<file path="config.mk">
export PLATFORM = sky130hd
export DESIGN_NAME = ipv4_length_padding_decider
export DESIGN_NICKNAME = d
export VERILOG_FILES = /design/src/rtl/lpd_pkg.sv /design/src/rtl/ipv4_length_padding_decider.sv
export VERILOG_INCLUDE_DIRS = /design/src /design/src/rtl
export SDC_FILE = /design/constraint.sdc
export NUM_CORES = 2
export LEC_CHECK = 0
export BUFFER_PORTS_ARGS = -buffer_cell sky130_fd_sc_hd__buf_2
export CORE_ASPECT_RATIO = 1.1
export CORE_UTILIZATION = 45
export DETAILED_ROUTE_END_ITERATION = 10
export PLACE_DENSITY = 0.64
export SLEW_MARGIN = 20
export SYNTH_ARGS = -nofsm -noshare
export SYNTH_HDL_FRONTEND = slang
export SYNTH_SLANG_ARGS = --single-unit
</file>
<file path="constraint.sdc">
create_clock -name i_clk -period 32.4 [get_ports i_clk]
set_input_delay 1.62 -clock i_clk [delete_from_list [all_inputs] [get_ports i_clk]]
set_output_delay 1.62 -clock i_clk [all_outputs]
set_load 0.02 [all_outputs]
</file>
<file path="src/rtl/ipv4_length_padding_decider_macros.svh">
// Assertion helpers shared by the RTL of the length padding decider.
`ifndef IPV4_LENGTH_PADDING_DECIDER_MACROS_SVH
`define IPV4_LENGTH_PADDING_DECIDER_MACROS_SVH

// Same-cycle implication, checked outside reset.
`define LPD_ASSERT_NOW(lbl, ante, cons, msg) \
    lbl: assert property (@(posedge i_clk) disable iff (!i_rst_n) (ante) |-> (cons)) \
        else $error(msg);

// Next-cycle implication, checked outside reset.
`define LPD_ASSERT_NEXT(lbl, ante, cons, msg) \
    lbl: assert property (@(posedge i_clk) disable iff (!i_rst_n) (ante) |=> (cons)) \
        else $error(msg);

`endif

</file>
<file path="src/rtl/lpd_pkg.sv">
package lpd_pkg;

    localparam int unsigned DIV_STAGES     = 8;
    localparam int unsigned BITS_PER_STAGE = 4;

    localparam logic [15:0] DEFAULT_MTU    = 16'd1460;
    localparam logic [10:0] PAD_MIN        = 11'd64;
    localparam logic [10:0] PAD_MAX        = 11'd1400;
    localparam logic [15:0] ETHERTYPE_IPV4 = 16'h0800;

    typedef enum logic [2:0] {
        ACT_UNTOUCHED = 3'd0,
        ACT_SKIPPED   = 3'd1,
        ACT_NOT_SEL   = 3'd2,
        ACT_PADDED    = 3'd3,
        ACT_ZERO_PAD  = 3'd4
    } t_action;

    typedef enum logic [2:0] {
        REG_ENABLE    = 3'd0,
        REG_FILL_PCT  = 3'd1,
        REG_MTU       = 3'd2,
        REG_MIN_LEN   = 3'd3,
        REG_PAD_MODE  = 3'd4
    } t_reg_idx;

    typedef enum logic [1:0] {
        MODE_FILL     = 2'd0,
        MODE_UNIFORM  = 2'd1,
        MODE_CENTRED  = 2'd2,
        MODE_UNUSED   = 2'd3
    } t_mode;

    typedef struct packed {
        logic [15:0] frm_bytes;
        logic [15:0] ether_type;
        logic        headers_present;
        logic [15:0] ip_total_len;
        logic [15:0] ip_checksum;
        logic [31:0] rand_decide;
        logic [31:0] rand_size;
    } t_in_item;

    typedef struct packed {
        t_action     action;
        logic [10:0] pad_bytes;
        logic [15:0] new_ip_total_len;
        logic [15:0] new_ip_checksum;
    } t_out_item;

    // Work carried down the pipeline while the remainder is formed.
    typedef struct packed {
        t_action     act;
        logic        big;
        t_mode       mode;
        logic [15:0] d;
        logic [13:0] var_q;
        logic [15:0] divisor;
        logic [31:0] rnd;
        logic [15:0] rem;
        logic [15:0] tlen;
        logic [15:0] csum;
    } t_work;

    // One restoring step of the remainder: shift in one dividend bit.
    function automatic logic [15:0] rem_step(logic [15:0] rem, logic b, logic [15:0] div);
        logic [16:0] t;
        logic [16:0] s;
        t = {rem, b};
        s = t - {1'b0, div};
        if (t >= {1'b0, div}) begin
            return s[15:0];
        end else begin
            return t[15:0];
        end
    endfunction

endpackage

</file>
<file path="src/rtl/ipv4_length_padding_decider.sv">
// IPv4 length padding decider.
// Input channel: one frame descriptor per transaction (i_in_valid / o_in_ready,
// payload i_in_data). Output channel: one decision per transaction
// (o_out_valid / i_out_ready, payload o_out_data) with the action, the pad
// size, the new total length and the incrementally updated header checksum.
// Configuration: i_cfg_we writes i_cfg_data into register i_cfg_idx
// (0 enable, 1 fill percent, 2 target MTU, 3 minimum length, 4 pad mode);
// write only while no transaction is in flight.
// A result passes eleven register stages, the first loaded at the accepting
// edge: one for the eligibility checks, eight of a pipelined remainder unit
// that resolves four bits of the 32-bit random word each, one for the pad
// size and clamp, and one output register for length and checksum.
// Throughput is one transaction per cycle while the receiver does not stall.
// Each stage has its own valid bit and moves forward whenever the next stage
// is empty or moving, so a stalled receiver only holds the pipeline back
// once it is full; nothing is dropped.
// A synchronous active-low reset empties the pipeline and restores the
// registers to their reset values (target MTU 1460, the rest zero).
`include "ipv4_length_padding_decider_macros.svh"

module ipv4_length_padding_decider (
    input  logic              i_clk,
    input  logic              i_rst_n,
    input  logic              i_cfg_we,
    input  logic [2:0]        i_cfg_idx,
    input  logic [15:0]       i_cfg_data,
    input  logic              i_in_valid,
    output logic              o_in_ready,
    input  lpd_pkg::t_in_item i_in_data,
    output logic              o_out_valid,
    input  logic              i_out_ready,
    output lpd_pkg::t_out_item o_out_data
);
    import lpd_pkg::*;

    logic        r_enable;
    logic [6:0]  r_fill_pct;
    logic [15:0] r_mtu;
    logic [15:0] r_min_len;
    logic [1:0]  r_pad_mode;

    always_ff @(posedge i_clk) begin
        if (!i_rst_n) begin
            r_enable   <= 1'b0;
            r_fill_pct <= '0;
            r_mtu      <= DEFAULT_MTU;
            r_min_len  <= '0;
            r_pad_mode <= '0;
        end else if (i_cfg_we) begin
            case (t_reg_idx'(i_cfg_idx))
                REG_ENABLE:   r_enable   <= i_cfg_data[0];
                REG_FILL_PCT: r_fill_pct <= i_cfg_data[6:0];
                REG_MTU:      r_mtu      <= i_cfg_data;
                REG_MIN_LEN:  r_min_len  <= i_cfg_data;
                REG_PAD_MODE: r_pad_mode <= i_cfg_data[1:0];
                default: ;
            endcase
        end
    end

    // Stage enables: a stage loads when it is empty or its contents move on.
    logic                  en_s1, en_s10, en_out;
    logic [DIV_STAGES-1:0] en_dv;
    logic                  r_v1, r_v10, r_vout;
    logic [DIV_STAGES-1:0] r_vdv;

    assign en_out = !r_vout || i_out_ready;
    assign en_s10 = !r_v10 || en_out;
    always_comb begin
        en_dv[DIV_STAGES-1] = !r_vdv[DIV_STAGES-1] || en_s10;
        for (int k = DIV_STAGES - 2; k >= 0; k--) begin
            en_dv[k] = !r_vdv[k] || en_dv[k+1];
        end
    end
    assign en_s1      = !r_v1 || en_dv[0];
    assign o_in_ready = en_s1;

    // Stage 1: eligibility, pad decision and divisor selection.
    t_work       n_s1, r_s1;
    logic [38:0] dec_lhs, dec_rhs;
    logic [15:0] mtu_eff;
    logic [13:0] var_q;
    logic [15:0] div_raw;

    always_comb begin
        // Not selected exactly when rand * 100 > fill_percent * 0xFFFFFFFF.
        dec_lhs = ({7'd0, i_in_data.rand_decide} << 6) + ({7'd0, i_in_data.rand_decide} << 5)
                + ({7'd0, i_in_data.rand_decide} << 2);
        dec_rhs = {r_fill_pct, 32'd0} - {32'd0, r_fill_pct};
        mtu_eff = (r_mtu == '0) ? DEFAULT_MTU : r_mtu;

        n_s1      = '0;
        n_s1.big  = i_in_data.frm_bytes >= mtu_eff;
        n_s1.mode = t_mode'(r_pad_mode);
        n_s1.d    = mtu_eff - i_in_data.frm_bytes;
        var_q     = n_s1.d[15:2];
        n_s1.var_q = var_q;
        div_raw   = (n_s1.mode == MODE_UNIFORM) ? n_s1.d : {1'b0, var_q, 1'b0};
        n_s1.divisor = (div_raw == '0) ? 16'd1 : div_raw;
        n_s1.rnd  = i_in_data.rand_size;
        n_s1.rem  = '0;
        n_s1.tlen = i_in_data.ip_total_len;
        n_s1.csum = i_in_data.ip_checksum;

        if (!r_enable || !i_in_data.headers_present
                || i_in_data.ether_type != ETHERTYPE_IPV4) begin
            n_s1.act = ACT_UNTOUCHED;
        end else if (i_in_data.frm_bytes < r_min_len) begin
            n_s1.act = ACT_SKIPPED;
        end else if (dec_lhs > dec_rhs) begin
            n_s1.act = ACT_NOT_SEL;
        end else begin
            n_s1.act = ACT_PADDED;
        end
    end

    always_ff @(posedge i_clk) begin
        if (!i_rst_n) begin
            r_v1 <= 1'b0;
        end else if (en_s1) begin
            r_v1 <= i_in_valid;
        end
    end

    always_ff @(posedge i_clk) begin
        if (en_s1) begin
            r_s1 <= n_s1;
        end
    end

    // Stages 2 to 9: remainder of the random word, four bits per stage.
    t_work r_dv [DIV_STAGES];

    for (genvar g = 0; g < DIV_STAGES; g++) begin : g_div
        t_work src;
        t_work n_dv;
        logic  src_v;

        if (g == 0) begin : g_first
            assign src   = r_s1;
            assign src_v = r_v1;
        end else begin : g_rest
            assign src   = r_dv[g-1];
            assign src_v = r_vdv[g-1];
        end

        always_comb begin
            n_dv = src;
            for (int b = 0; b < BITS_PER_STAGE; b++) begin
                n_dv.rem = rem_step(n_dv.rem, n_dv.rnd[31], n_dv.divisor);
                n_dv.rnd = n_dv.rnd << 1;
            end
        end

        always_ff @(posedge i_clk) begin
            if (!i_rst_n) begin
                r_vdv[g] <= 1'b0;
            end else if (en_dv[g]) begin
                r_vdv[g] <= src_v;
            end
        end

        always_ff @(posedge i_clk) begin
            if (en_dv[g]) begin
                r_dv[g] <= n_dv;
            end
        end
    end

    // Stage 10: pad size per mode, then the clamp.
    t_work       w10;
    t_action     n_act10, r_act10;
    logic [10:0] n_pad10, r_pad10;
    logic [15:0] r_tlen10, r_csum10;
    logic [16:0] pad_raw, centred;
    logic [14:0] half_d;

    always_comb begin
        w10     = r_dv[DIV_STAGES-1];
        half_d  = w10.d[15:1];
        if (w10.var_q == '0) begin
            centred = {2'b0, half_d};
        end else begin
            centred = {2'b0, half_d} + {1'b0, w10.rem} - {3'b0, w10.var_q};
        end
        if (centred > {1'b0, w10.d}) begin
            centred = {1'b0, w10.d};
        end

        case (w10.mode)
            MODE_FILL:    pad_raw = {1'b0, w10.d};
            MODE_UNIFORM: pad_raw = {1'b0, w10.rem} + 17'd1;
            MODE_CENTRED: pad_raw = centred;
            default:      pad_raw = '0;
        endcase
        if (w10.big) begin
            pad_raw = '0;
        end

        n_act10 = w10.act;
        n_pad10 = '0;
        if (w10.act == ACT_PADDED) begin
            if (pad_raw == '0) begin
                n_act10 = ACT_ZERO_PAD;
            end else if (pad_raw < {6'd0, PAD_MIN}) begin
                n_pad10 = PAD_MIN;
            end else if (pad_raw > {6'd0, PAD_MAX}) begin
                n_pad10 = PAD_MAX;
            end else begin
                n_pad10 = pad_raw[10:0];
            end
        end
    end

    always_ff @(posedge i_clk) begin
        if (!i_rst_n) begin
            r_v10 <= 1'b0;
        end else if (en_s10) begin
            r_v10 <= r_vdv[DIV_STAGES-1];
        end
    end

    always_ff @(posedge i_clk) begin
        if (en_s10) begin
            r_act10  <= n_act10;
            r_pad10  <= n_pad10;
            r_tlen10 <= w10.tlen;
            r_csum10 <= w10.csum;
        end
    end

    // Stage 11: new total length and one's complement checksum update.
    t_out_item   n_out, r_out;
    logic [15:0] nlen;
    logic [17:0] csum_sum;
    logic [16:0] fold1;
    logic [15:0] fold2;

    always_comb begin
        nlen     = r_tlen10 + {5'd0, r_pad10};
        csum_sum = {2'b0, ~r_csum10} + {2'b0, ~r_tlen10} + {2'b0, nlen};
        fold1    = {1'b0, csum_sum[15:0]} + {15'd0, csum_sum[17:16]};
        fold2    = fold1[15:0] + {15'd0, fold1[16]};

        n_out.action    = r_act10;
        n_out.pad_bytes = r_pad10;
        if (r_act10 == ACT_PADDED) begin
            n_out.new_ip_total_len = nlen;
            n_out.new_ip_checksum  = ~fold2;
        end else begin
            n_out.new_ip_total_len = r_tlen10;
            n_out.new_ip_checksum  = r_csum10;
        end
    end

    always_ff @(posedge i_clk) begin
        if (!i_rst_n) begin
            r_vout <= 1'b0;
        end else if (en_out) begin
            r_vout <= r_v10;
        end
    end

    always_ff @(posedge i_clk) begin
        if (en_out) begin
            r_out <= n_out;
        end
    end

    assign o_out_valid = r_vout;
    assign o_out_data  = r_out;

    `LPD_ASSERT_NOW(a_pad_range, o_out_valid && o_out_data.action == ACT_PADDED,
        o_out_data.pad_bytes >= PAD_MIN && o_out_data.pad_bytes <= PAD_MAX,
        "padded transaction carries a pad outside the allowed range")
    `LPD_ASSERT_NOW(a_pad_zero, o_out_valid && o_out_data.action != ACT_PADDED,
        o_out_data.pad_bytes == '0, "unpadded transaction carries a pad")
    `LPD_ASSERT_NOW(a_full_when_blocked, !o_in_ready,
        o_out_valid && !i_out_ready && r_v1 && r_v10,
        "input blocked while the pipeline still has room")
    `LPD_ASSERT_NEXT(a_stall_keeps, o_out_valid && !i_out_ready, o_out_valid,
        "stalled result left the output register")

endmodule

</file>
Word level (Yosys, flattened, before mapping)

Memory sizes are Yosys's and may differ from the RTL's.
Cells that the tools add are included.
Widths: inputs -> output; s select.

Register bits after elaboration: 261
Bits in latches: 0
Memory bits (writable): 1024
Bits in read-only memories: 0
Bits of input ports: 153
Output and inout port bits: 48
Logic and storage cells: 235
Memories kept: 1

Add/sub/neg operators: 44
$mul: 0
Divide/modulo/power cells: 0
$lt $le $gt $ge: 38
Equal/unequal tests: 10
Shift operators: 0
Muxes and demuxes: 61
Bitwise gates (word level): 4
Reduce and logical (&&, ||, !) cells: 41

Memory list:

| name | words | width | rd ports | clocked after memory_dff | wr ports | RTL line                           | source |
|---|---|---|---|---|---|---|---|
| r_dv | 8     | 128   | 8        | 0                        | 8        | ipv4_length_padding_decider.sv:132 | `t_work r_dv [DIV_STAGES];` |

Operators by type and width:

| cell                  | number |
|---|---|
| $mux 16               | 34 |
| $ge 17x16->1          | 31 |
| $sub 16x16->16        | 32 |
| $mux 17               | 3 |
| $pmux 17 s3           | 1 |
| $not 16->16           | 3 |
| $add 38x37->39        | 1 |
| $add 39x34->39        | 1 |
| $gt 39x39->1          | 1 |
| $sub 39x7->39         | 1 |
| $logic_not 16->1      | 2 |
| $mux 32               | 1 |
| $add 17x16->18        | 1 |
| $mux 1                | 18 |
| $add 15x16->17        | 1 |
| $add 16x1->17 const B | 1 |
| $add 16x16->17        | 1 |
| $add 16x2->17         | 1 |
| $gt 17x11->1 const B  | 1 |
| $gt 17x16->1          | 1 |
| $logic_not 17->1      | 1 |
| $lt 17x7->1 const B   | 1 |
| $sub 17x14->17        | 1 |
| $add 16x1->16         | 1 |
| other kinds (24)      | 58 |

Longest topological paths before layout

Word-level depth: 13
Mapped depth: 50
Gate-level depth less buffers: 46

Least setup slack after synthesis

Ideal clock, no wire load.

Path type: reg-to-reg
From: memory r_dv[0][205] in the netlist's numbering
To: memory r_dv[0][294] in the netlist's numbering, data pin
Library setup time: 0.260 ns
Data arrival time: 10.765 ns
Data required time: 32.140 ns
Slack: 21.375 ns
Stages on the path, launching flop included: 46
Buffers on the path: 5
Path through: edfxtp_1 -> inv_1 -> ha_1 -> nor2b_1 -> o31ai_1 -> a21oi_1 -> a2111oi_0 -> or3b_2 -> nand2_1 -> clkbuf_1 -> buf_1 -> o21ai_0 -> inv_1 -> ha_1 -> a21oi_1 -> o211ai_1 -> a41oi_1 -> nor3_1 -> [... 10 more ...] -> o21a_1 -> nor4_1 -> o31ai_1 -> a221oi_2 -> clkbuf_1 -> nand2_1 -> o21ai_0 -> ha_1 -> nor2b_1 -> o31a_1 -> nor4_1 -> o31ai_1 -> o41ai_1 -> a31oi_1 -> o22a_1 -> o31ai_2 -> buf_2 -> mux2_2

RTL lines:

| element            | RTL line |
|---|---|
| start: declaration | ipv4_length_padding_decider.sv:132 |

==> impl_metrics.yaml <==
status:
  status: "completed"
synth:
  synth_seq_area_share_pct: 43.9
  synth_enable_flop_cells: 969
  syn-cell-area_um2: 68800
  synth_common_cells: "edfxtp_1 (969), ha_1 (670), inv_1 (465)"
  synth_area_leaders: "edfxtp_1 (42%), ha_1 (12%), xnor2_1 (4.2%)"
  synth_ff_type: "edfxtp_1"
  ys_warn_count: 0
  synth_top_area_share_pct: 42.3
  synthArstFlopShare_pct: 0
  syn_inst: 6417
  ys_ff_latch: 1022
  synth_area_per_cell_um2: 10.7
  ys_types: 100
  synth_nets: 7328
  synth_most_common_cell: "edfxtp_1"
  yosysTopAreaCell: "edfxtp_1"
layout:
  nFillCells: 13500
  finish.instance_area_um2: 75900
  syn_to_final_growth_pct: 10.3
  drive_above_1_share_pct: 11.3
  finalNetCount: 7565
cts:
  cts_resized: 0
  cts.sinks: 1022
  h-tree-depth: 3
  cts_tree: "built"
  clockRootBuffer: "clkbuf_16"
  post_cts_buffers: 0
  clk_latency_ns: 0.78
  clk_pin_slew_ns: 0.06
  clk_path_buf_depth: 3
  numCtsBuffers: 106
  hold_buffers: 0
die:
  die_x_um: 375
  fp.dieH_um: 412
  start_util_pct: 45.3
  die_area_um2: 154000
  rows: 150
  core_region_area_um2: 152000
  ios: 201
timing:
  holdWs_ns: 0.385
  setup_tns_ns: 0
  slew_headroom_pct: 25.6
  final-hold-violation-count: 0
  fin_skew_ns: 0.101
  period_minus_slack_ns: 12.58
  fmax_ghz: 0.0795
  slew_viol_final: 0
  finalSetupViolCount: 0
  rsz0062_at_grt: "false"
  finalCritPeriodShare_pct: 38.8
  worstMarginPinSlew_ns: 1.12
job:
  cap_violations: 0
routing:
  first_pass_iters: 5
  vias: 49500
  drt_iter0_markers: 3229
  wl_per_cell_um: 19.5
  remaining_drc_errors: 0
  final_antenna_net_count: 0
  vias_per_cell: 5.67
  routed_wl_mm: 170
worst_setup_path:
  slowest_stage: "nand2b_1"
  cpMostUsedCell: "o21ai_0"
  worst-setup-path-type: "reg2reg"
  cp-start-kind: "flip-flop"
  cp_max_fo: 19
  slowest_delay_ns: 0.63
  cp.required_ns: 32.90
  cp.arrival_ns: 13.08
  endpoint_kind: "flip-flop"
placement:
  portBuffers: 200
  dpl.hpwl_mm: 132
  place.gp.congestion: 0.921
  place_area_um2: 72100
grt:
  grt.overflow.total: 0
  grt_pass1_wl_mm: 267
  grt_max_degree: 78
  grt_pass1_vias: 48700
  antenna_found_initial: 9
  gr-usage-all-layers_pct: 21.7
worst_hold_path:
  hold_path.class: "reg2reg"
## cell usage in the layout, fill, tap and decap left out, drive strengths merged, types with 20 or more instances in the layout
cell type  count
a211oi        51
a21boi        54
a21o         183
a21oi        453
a31o          20
a31oi         47
and2          26
and3          37
buf          232
clkbuf       123
clkinv        48
dfxtp         53
edfxtp       969
fa            88
ha           670
inv          468
mux2         263
mux2i         70
nand2        461
nand2b        69
nand3        127
nand4         97
nor2         418
nor2b        107
nor3         130
nor4          61
o211ai        42
o21a         115
o21ai        339
o21bai        53
o31a          27
o31ai         36
or2           33
or3           36
xnor2        333
xor2         148
## worst max-delay path: cells and delay by family (launching register included)
family,cells,cell delay (ns)
adders and majority gates,4,1.23
AOI/OAI and AO/OA,25,6.71
buffers and inverters,4,1.08
DFF,1,0.49
muxes,3,1.25
and+or+nand+nor,7,1.57
## per-layer routing
metal | GRT usage, % | up-vias | part of all wire, %
li1 | - | 24300 | -
met1 | 28.1 | 23800 | 45
met2 | 38.0 | 1046 | 49
met3 | 2.17 | 267 | 3.7
met4 | 7.01 | 2 | 2.9
met5 | 0 | - | 0.0065
## final timing paths
path                              startpoint      endpoint  slack [ns]  cells after the start
worst min register to register  r_dv[0][152]  r_dv[0][280]        0.38                      0
worst max-delay path            r_dv[1][205]  r_dv[1][290]       19.82                     43
worst max register to register  r_dv[1][205]  r_dv[1][290]       19.82                     43
worst min-delay path            r_dv[0][152]  r_dv[0][280]        0.38                      0
## area by class of cell
class                   instances  area, um^2  area share (%)
multi-input cells            4827       36500            48.1
flip-flops and latches       1022       30200            39.7
clock buffers                 123        2750            3.62
well taps                    1976        2470            3.26
inverters                     465        1760            2.32
repair buffers                232        1260            1.67
clock inverters                77         948            1.25
diodes                          6        15.0          0.0198
## per-stage QoR
step	instances	util, %	setup slack, ns
floorplan	6417	-	21.37
finish	8728	50.0	19.82
CTS	8721	49.9	19.90
global route	8727	50.0	18.71
detailed placement	8521	47.5	19.94
global placement	8521	47.5	20.09
## state kept, by name, indices dropped and copies added, names as in the netlist
| register | flops |
|---|---|
| g_div.n_dv | 97 |
| g_div.src | 4 |
| g_div.src_v | 8 |
| o_out_data | 46 |
| o_out_valid | 1 |
| r_act10 | 3 |
| r_csum10 | 16 |
| r_dv | 776 |
| r_enable | 1 |
| r_fill_pct | 7 |
| r_min_len | 16 |
| r_mtu | 16 |
| r_pad10 | 11 |
| r_pad_mode | 2 |
| r_tlen10 | 16 |
| r_v10 | 1 |
| r_vdv | 1 |
## logic make-up (layout without fill, tap and decap cells)
logic type | after synthesis | in the layout | share of synthesized area, %
flip-flops | 1022 | 1022 | 43.9
AO/OA/AOI/OAI | 1592 | 1592 | 15.0
adder cells (fa/ha/maj) | 758 | 758 | 14.8
multiplexers | 333 | 333 | 5.40
buffers and inverters | 568 | 897 | 3.16
other | 0 | 6 | 0
XOR/XNOR | 481 | 481 | 6.13
AND/OR/NAND/NOR | 1663 | 1663 | 11.7
Power is left out: the tool's default activity adds up to more than one toggle a clock period on the data nets, which glitch-free logic cannot reach.
